===== config.mk =====
export PLATFORM = sky130hd
export DESIGN_NAME = midi_note_pairing_top
export DESIGN_NICKNAME = d
export VERILOG_FILES = /design/src/sv/mnp_pkg.sv /design/src/sv/mnp_ctrl.sv /design/src/sv/mnp_dpath.sv /design/src/sv/midi_note_pairing_top.sv
export SDC_FILE = /design/constraint.sdc
export NUM_CORES = 2
export LEC_CHECK = 0
export BUFFER_PORTS_ARGS = -buffer_cell sky130_fd_sc_hd__buf_2
export CAP_MARGIN = 5
export CORE_MARGIN = 2
export CORE_UTILIZATION = 40
export CTS_CLUSTER_SIZE = 14
export DETAILED_ROUTE_END_ITERATION = 8
export SLEW_MARGIN = 20
export SYNTH_ARGS = -nofsm -noshare
export SYNTH_HDL_FRONTEND = slang
export SYNTH_SLANG_ARGS = --single-unit

===== constraint.sdc =====
create_clock -name clk -period 8.45 [get_ports clk]
set_clock_uncertainty 0.2 [all_clocks]
set_input_delay 0.4225 -clock clk [delete_from_list [all_inputs] [get_ports clk]]
set_output_delay 0.4225 -clock clk [all_outputs]
set_load 0.005 [all_outputs]

===== src/sv/mnp_pkg.sv =====
// Shared types, constants and command/status bundles for the MIDI note pairing block.
package mnp_pkg;

  localparam int PEND_DEPTH = 16;
  localparam int PEND_IDX_W = (PEND_DEPTH > 1) ? $clog2(PEND_DEPTH) : 1;
  localparam int PEND_CNT_W = $clog2(PEND_DEPTH + 1);
  localparam int TICK_W     = 32;

  localparam int IN_TDATA_W  = 56;
  localparam int OUT_TDATA_W = 88;

  localparam logic [3:0] MIDI_NOTE_OFF = 4'h8;
  localparam logic [3:0] MIDI_NOTE_ON  = 4'h9;

  typedef enum logic [1:0] {
    KIND_PASS  = 2'd0,
    KIND_NOTE  = 2'd1,
    KIND_CLOSE = 2'd2,
    KIND_FULL  = 2'd3
  } kind_t;

  typedef enum logic [2:0] {
    ST_IDLE,
    ST_CLASS,
    ST_MATCH,
    ST_WAIT_NOTE,
    ST_WAIT_LAST
  } state_t;

  typedef struct packed {
    logic [3:0]        chan;
    logic [6:0]        key;
    logic [6:0]        vel;
    logic [TICK_W-1:0] start;
  } entry_t;

  typedef struct packed {
    logic  latch;     // capture the input request
    logic  scan;      // register the oldest-match vector
    logic  store;     // append a new pending note
    logic  load_ev;   // load the event itself into the output register
    kind_t ev_kind;
    logic  load_note; // load the completed note and drop its entry
  } cmd_t;

  typedef struct packed {
    logic is_on;
    logic is_off;
    logic full;
    logic any_match;
    logic out_take;
  } sts_t;

endpackage


===== src/sv/mnp_ctrl.sv =====
// Controller state machine for the MIDI note pairing block.
module mnp_ctrl (
  input  logic          clk,
  input  logic          rst_n,
  input  logic          in_tvalid,
  output logic          in_tready,
  input  mnp_pkg::sts_t sts,
  output mnp_pkg::cmd_t cmd
);

  mnp_pkg::state_t state_r, state_nxt;

  always_ff @(posedge clk) begin
    if (!rst_n) begin
      state_r <= mnp_pkg::ST_IDLE;
    end else begin
      state_r <= state_nxt;
    end
  end

  always_comb begin
    state_nxt = state_r;
    unique case (state_r)
      mnp_pkg::ST_IDLE: begin
        if (in_tvalid) state_nxt = mnp_pkg::ST_CLASS;
      end
      mnp_pkg::ST_CLASS: begin
        if (sts.is_on && !sts.full) state_nxt = mnp_pkg::ST_IDLE;
        else if (sts.is_off)        state_nxt = mnp_pkg::ST_MATCH;
        else                        state_nxt = mnp_pkg::ST_WAIT_LAST;
      end
      mnp_pkg::ST_MATCH: begin
        state_nxt = sts.any_match ? mnp_pkg::ST_WAIT_NOTE : mnp_pkg::ST_IDLE;
      end
      mnp_pkg::ST_WAIT_NOTE: begin
        if (sts.out_take) state_nxt = mnp_pkg::ST_WAIT_LAST;
      end
      mnp_pkg::ST_WAIT_LAST: begin
        if (sts.out_take) state_nxt = mnp_pkg::ST_IDLE;
      end
      default: state_nxt = mnp_pkg::ST_IDLE;
    endcase
  end

  always_comb begin
    in_tready     = 1'b0;
    cmd           = '0;
    cmd.ev_kind   = mnp_pkg::KIND_PASS;
    unique case (state_r)
      mnp_pkg::ST_IDLE: begin
        // take nothing while reset is held
        in_tready = rst_n;
        cmd.latch = in_tvalid && rst_n;
      end
      mnp_pkg::ST_CLASS: begin
        cmd.scan = 1'b1;
        if (sts.is_on) begin
          cmd.store   = !sts.full;
          cmd.load_ev = sts.full;
          cmd.ev_kind = mnp_pkg::KIND_FULL;
        end else if (!sts.is_off) begin
          cmd.load_ev = 1'b1;
          cmd.ev_kind = mnp_pkg::KIND_PASS;
        end
      end
      mnp_pkg::ST_MATCH: begin
        cmd.load_note = sts.any_match;
      end
      mnp_pkg::ST_WAIT_NOTE: begin
        // reload the output register with the closing event as the note leaves
        cmd.load_ev = sts.out_take;
        cmd.ev_kind = mnp_pkg::KIND_CLOSE;
      end
      mnp_pkg::ST_WAIT_LAST: begin
        cmd.load_ev = 1'b0;
      end
      default: begin
        in_tready = 1'b0;
      end
    endcase
  end

endmodule


===== src/sv/mnp_dpath.sv =====
// Datapath: event register, oldest-first pending table, match search and output register.
module mnp_dpath (
  input  logic                             clk,
  input  logic                             rst_n,
  input  logic [mnp_pkg::IN_TDATA_W-1:0]   in_tdata,
  output logic                             out_tvalid,
  input  logic                             out_tready,
  output logic [mnp_pkg::OUT_TDATA_W-1:0]  out_tdata,
  output logic [1:0]                       out_tuser,
  output logic                             out_tlast,
  input  mnp_pkg::cmd_t                    cmd,
  output mnp_pkg::sts_t                    sts
);

  localparam int D = mnp_pkg::PEND_DEPTH;

  // captured event
  logic [7:0]                ev_st_r;
  logic [6:0]                ev_d1_r;
  logic [6:0]                ev_d2_r;
  logic [mnp_pkg::TICK_W-1:0] ev_tick_r;

  // pending table
  mnp_pkg::entry_t               ent_r [D];
  mnp_pkg::entry_t               ent_nxt [D];
  logic [D-1:0]                  vld_r, vld_nxt;
  logic [mnp_pkg::PEND_CNT_W-1:0] cnt_r, cnt_nxt;

  logic [D-1:0]    match, first_hot, first_hot_r, at_or_after;
  mnp_pkg::entry_t sel_ent, new_ent;

  // output register
  logic                       out_valid_r, out_valid_nxt;
  mnp_pkg::kind_t             out_kind_r;
  logic [7:0]                 out_st_r;
  logic [6:0]                 out_d1_r;
  logic [6:0]                 out_d2_r;
  logic [mnp_pkg::TICK_W-1:0] out_t0_r;
  logic [mnp_pkg::TICK_W-1:0] out_t1_r;
  logic                       out_last_r;

  always_ff @(posedge clk) begin
    if (cmd.latch) begin
      ev_st_r   <= in_tdata[7:0];
      ev_d1_r   <= in_tdata[14:8];
      ev_d2_r   <= in_tdata[21:15];
      ev_tick_r <= in_tdata[22 +: mnp_pkg::TICK_W];
    end
  end

  always_comb begin
    sts.is_on  = (ev_st_r[7:4] == mnp_pkg::MIDI_NOTE_ON) && (ev_d2_r != 7'd0);
    sts.is_off = (ev_st_r[7:4] == mnp_pkg::MIDI_NOTE_OFF) ||
                 ((ev_st_r[7:4] == mnp_pkg::MIDI_NOTE_ON) && (ev_d2_r == 7'd0));
    sts.full   = (cnt_r == mnp_pkg::PEND_CNT_W'(D));
    sts.any_match = |first_hot_r;
    sts.out_take  = out_valid_r && out_tready;
  end

  // compare every entry at once, keep the lowest (oldest) hit
  always_comb begin
    for (int i = 0; i < D; i++) begin
      match[i] = vld_r[i] && (ent_r[i].key == ev_d1_r) && (ent_r[i].chan == ev_st_r[3:0]);
    end
    first_hot   = match & (~match + D'(1));
    at_or_after = ~(first_hot_r - D'(1));
  end

  always_ff @(posedge clk) begin
    if (cmd.scan) first_hot_r <= first_hot;
  end

  always_comb begin
    sel_ent = '0;
    for (int i = 0; i < D; i++) begin
      if (first_hot_r[i]) sel_ent = ent_r[i];
    end
    new_ent.chan  = ev_st_r[3:0];
    new_ent.key   = ev_d1_r;
    new_ent.vel   = ev_d2_r;
    new_ent.start = ev_tick_r;
  end

  always_comb begin
    ent_nxt = ent_r;
    vld_nxt = vld_r;
    cnt_nxt = cnt_r;
    if (cmd.store) begin
      ent_nxt[cnt_r[mnp_pkg::PEND_IDX_W-1:0]] = new_ent;
      vld_nxt[cnt_r[mnp_pkg::PEND_IDX_W-1:0]] = 1'b1;
      cnt_nxt = cnt_r + 1'b1;
    end else if (cmd.load_note) begin
      // close the gap: every entry from the hit onward moves down one place
      for (int i = 0; i < D - 1; i++) begin
        if (at_or_after[i]) begin
          ent_nxt[i] = ent_r[i+1];
          vld_nxt[i] = vld_r[i+1];
        end
      end
      vld_nxt[D-1] = 1'b0;
      cnt_nxt = cnt_r - 1'b1;
    end
  end

  always_ff @(posedge clk) begin
    if (!rst_n) begin
      vld_r <= '0;
      cnt_r <= '0;
    end else begin
      vld_r <= vld_nxt;
      cnt_r <= cnt_nxt;
    end
  end

  always_ff @(posedge clk) begin
    ent_r <= ent_nxt;
  end

  always_comb begin
    out_valid_nxt = out_valid_r;
    if (cmd.load_ev || cmd.load_note) out_valid_nxt = 1'b1;
    else if (out_tready)              out_valid_nxt = 1'b0;
  end

  always_ff @(posedge clk) begin
    if (!rst_n) begin
      out_valid_r <= 1'b0;
    end else begin
      out_valid_r <= out_valid_nxt;
    end
  end

  always_ff @(posedge clk) begin
    if (cmd.load_note) begin
      out_kind_r <= mnp_pkg::KIND_NOTE;
      out_st_r   <= {mnp_pkg::MIDI_NOTE_ON, sel_ent.chan};
      out_d1_r   <= sel_ent.key;
      out_d2_r   <= sel_ent.vel;
      out_t0_r   <= sel_ent.start;
      out_t1_r   <= ev_tick_r;
      out_last_r <= 1'b0;
    end else if (cmd.load_ev) begin
      out_kind_r <= cmd.ev_kind;
      out_st_r   <= ev_st_r;
      out_d1_r   <= ev_d1_r;
      out_d2_r   <= ev_d2_r;
      out_t0_r   <= ev_tick_r;
      out_t1_r   <= '0;
      out_last_r <= 1'b1;
    end
  end

  assign out_tvalid = out_valid_r;
  assign out_tuser  = out_kind_r;
  assign out_tlast  = out_last_r;
  assign out_tdata  = {2'b00, out_t1_r, out_t0_r, out_d2_r, out_d1_r, out_st_r};

endmodule


===== src/sv/midi_note_pairing_top.sv =====
// Top level of the MIDI note on/off pairing block: controller plus datapath.
// out_tvalid is raised by the output register load in ST_CLASS for a passthrough or table-full
// request, and by the load in ST_MATCH, after ST_CLASS, for the completed note of a matched off;
// the closing event is loaded into the output register at the edge on which the note is taken.
// An unmatched off gives no result. A new request is accepted only back in ST_IDLE, once every
// result of the last one has been taken. Reset (rst_n low, synchronous) empties the pending
// table and the output register and holds in_tready low.
module midi_note_pairing_top (
  input  logic                             clk,
  input  logic                             rst_n,
  // request channel
  input  logic                             in_tvalid,
  output logic                             in_tready,
  input  logic [mnp_pkg::IN_TDATA_W-1:0]   in_tdata,   // status_byte, data_one, data_two,
                                                       // tick_time, 2 bits zero pad
  // result channel
  output logic                             out_tvalid,
  input  logic                             out_tready,
  output logic [mnp_pkg::OUT_TDATA_W-1:0]  out_tdata,  // out_status, out_data_one,
                                                       // out_data_two, start_tick, end_tick,
                                                       // 2 bits zero pad
  output logic [1:0]                       out_tuser,  // kind
  output logic                             out_tlast   // last_result
);

  // command and status between controller and datapath
  mnp_pkg::cmd_t cmd;
  mnp_pkg::sts_t sts;

  // controller: accept a request only when idle, then step through classify,
  // match and the output hand-off
  mnp_ctrl u_ctrl (
    .clk       (clk),
    .rst_n     (rst_n),
    .in_tvalid (in_tvalid),
    .in_tready (in_tready),
    .sts       (sts),
    .cmd       (cmd)
  );

  // datapath: hold the request, search the pending table oldest first,
  // drop the matched entry and drive the output register
  mnp_dpath u_dpath (
    .clk        (clk),
    .rst_n      (rst_n),
    .in_tdata   (in_tdata),
    .out_tvalid (out_tvalid),
    .out_tready (out_tready),
    .out_tdata  (out_tdata),
    .out_tuser  (out_tuser),
    .out_tlast  (out_tlast),
    .cmd        (cmd),
    .sts        (sts)
  );

endmodule

==> impl_metrics.py <==
metrics = {
    "layout": {
        "area.growth.synth_to_final_pct": 11.7,
        "nNetsFinal": 3990,
        "instances_no_fill": 5626,
        "drive_above_1_share_pct": 11.0,
    },
    "synth": {
        "async_flop_share_pct": 0,
        "syn_area_sq_mm": 0.0480,
        "synthCells": 4005,
        "yosysSeqAreaShare_pct": 60.9,
        "synth_top_area_cell": "edfxtp_1",
        "synthMuxAreaShare_pct": 0.104,
        "synthMostInstantiatedCell": "edfxtp_1",
        "avgSynthCellArea_sq_um": 12.0,
        "synth_compound_area_share_pct": 21.7,
        "synth_warnings": 0,
        "synth_top_family_by_area": "compound AO/OA/AOI/OAI gates",
        "synth_top_area_share_pct": 59.6,
        "synth_flop_cell": "edfxtp_1",
        "synth_xor_area_share_pct": 3.47,
        "synth_cell_types": 65,
        "synthSimpleGateAreaFrac_pct": 8.04,
        "synthAdderAreaFrac_pct": 0.172,
        "synth-seq-cells": 984,
        "synthTopCellsByArea": "edfxtp_1 60%, a22o_1 9.1%, nand2_1 3.4%",
        "synth_edf_count": 952,
        "ys_top_cells_by_count": "952 x edfxtp_1, 501 x a22o_1, 440 x nand2_1",
    },
    "sta": {
        "min_period_over_period_pct": 54.2,
        "slew_headroom_pct": 26.2,
        "setup_ws_ns": 3.87,
        "worst_pin_slew_ns": 1.11,
        "tns_ns": 0,
        "hold_viol": 0,
        "max_freq_ghz": 0.218,
        "rsz0062_at_grt": "false",
        "period_needed_ns": 4.58,
        "slew_violations": 0,
        "setup_violations": 0,
    },
    "worst_setup_path": {
        "cp.arrival_ns": 4.79,
        "crit_type": "flip-flop to flip-flop",
        "worst_ep_required_time_ns": 8.66,
        "crit_fanout": 76,
        "start_kind": "flip-flop",
        "r2r_slack_ns": 3.87,
        "end_kind": "flip-flop",
    },
    "clock_tree": {
        "ctsLongestPathBuffers": 3,
        "worstSkewPairLatency_ns": 0.70,
        "tritoncts": "yes",
        "clock_sinks": 984,
        "numCtsBuffers": 104,
        "htreeDepth": 3,
        "clk_pin_slew_ns": 0.06,
        "postCtsResizedCells": 0,
        "clockRootBuffer": "clkbuf_16",
    },
    "pwr": {
        "p_per_area_mw_per_mm2": 197,
        "vdd_drop_max_uv": 176,
        "leakage_nw": 18.0,
        "p_total_mw": 10.6,
    },
    "grt": {
        "grt_pass1_wl_um": 230000,
        "overflow": 0,
        "grt_pass1_vias": 34200,
        "grt_max_degree": 201,
        "grt_use_total_pct": 24.8,
        "antenna_found_initial": 2,
    },
    "worst_hold_path": {
        "hold_class": "input pin to flip-flop",
    },
    "die": {
        "rows": 127,
        "core_area_sq_mm": 0.119,
        "boundaryPins": 153,
        "dieArea_sq_mm": 0.123,
        "die_height_um": 350,
        "start_util_pct": 40.2,
        "dieWidth_um": 350,
    },
    "routing": {
        "viasPerCell": 6.36,
        "dr.pass1.iters": 8,
        "vias": 35800,
        "drtIter0Drc": 5022,
        "wire_per_inst_um": 27.8,
        "drtAntennaViolNets": 0,
        "routed_wl_um": 156000,
        "drc_errors": 0,
    },
    "run": {
        "cap_violations": 0,
    },
    "placement": {
        "hpwl_um": 85200,
        "numPortBuffers": 148,
        "dp_slack_ns": 3.99,
        "dp_cells": 5374,
        "place.gp.congestion": 0.842,
    },
    "status": {
        "outcome": "finished clean",
    },
}
## registers in the layout, indices dropped and copies added (netlist names)
signal / count
u_dpath.out_tlast: 1
u_dpath.out_tuser: 2
u_ctrl.state_r: 3
u_dpath.ev_tick_r: 32
u_dpath.vld_r: 16
u_dpath.out_d1_r: 7
u_dpath.out_t0_r: 32
u_dpath.ent_r: 800
u_dpath.ev_d1_r: 7
u_dpath.out_st_r: 8
u_dpath.ev_d2_r: 7
u_dpath.cnt_r: 5
u_dpath.ev_st_r: 8
u_dpath.out_t1_r: 32
u_dpath.out_d2_r: 7
u_dpath.out_tvalid: 1
u_dpath.first_hot_r: 16
## power by group
part           total (mW)  leakage [nW]  switching [mW]  internal (mW)
Sequential           5.44          8.87          0.0778           5.36
Clock                4.62          1.65            1.99           2.63
Combinational       0.523          7.52           0.345          0.179
Total                10.6          18.0            2.41           8.17
## worst max-delay path: stages, from the launching register on
cell,delay [ns]
edfxtp_1,1.06
buf_4,0.83
a21oi_1,0.08
a221oi_1,0.59
o221ai_1,0.29
a221oi_1,0.37
o21ai_0,0.29
a31oi_1,0.55
## per-layer routing
layer	GRT usage, %	vias up	part of all wire, %	wire length (um)
met3	4.97	273	10	16300
met1	35.1	17900	42	65100
met5	0.392	-	0.064	100
met4	8.08	5	2.7	4280
li1	-	15400	-	-
met2	38.1	2186	45	70700
## layout by cell type, fill, tap and decap left out, drive strengths merged, types with 56 or more instances in the layout
cell type    synthesis  layout
nand4               61      61
clkbuf             279     130
xnor2              185     185
buf                200     235
dlygate4sd3          0      56
a22o               501     501
nand2              440     440
a221oi             150     150
a221o              100     100
a21oi              112     112
o21ai              276     276
edfxtp             952     952
inv                161     165
nand3              105     105
## cell type report
class / instances / area, sq um
inverter: 162 / 616
antenna: 2 / 5.00
clock buffer: 130 / 2770
sequential: 984 / 29200
timing repair buffer: 291 / 1990
tap: 1612 / 2020
fill: 11000 / 65900
multi-input combinational: 2381 / 16400
clock inverter: 64 / 602
## what timing repair did
item	CTS	global route
hold endpoints to repair	57	0
setup buffers	0	0
setup endpoints to repair	0	0
hold buffers	56	0
## worst paths after layout
check	cells after the start	end	startpoint
worst max-delay path	7	u_dpath.out_d1_r[4]	u_dpath.first_hot_r[2]
worst min-delay path	3	u_dpath.vld_r[13]	rst_n
worst max register to register	7	u_dpath.out_d1_r[4]	u_dpath.first_hot_r[2]
worst min register to register	2	u_dpath.out_tlast	u_dpath.out_tlast
## per-stage QoR
step / area, sq um / hold slack [ns] / util, %
4_1_cts: 53600 / 0.0600 / 44.9
6_report: 53600 / 0.106 / 44.9
2_1_floorplan: 48000 / 0.221 / -
5_1_grt: 53600 / 0.0994 / 44.9
3_3_place_gp: 49700 / 0.256 / 41.6
3_5_place_dp: 49700 / 0.254 / 41.6
## kinds of logic (layout without fill, tap and decap cells)
family	Yosys count	after routing
xor+xnor	190	190
compound gates	1364	1364
fa+ha+maj	6	6
mux	5	5
simple gates	814	814
flops	984	984
other cells	1	4
buf+inv	641	647
No activity file was read; power rests on OpenSTA's default activity.
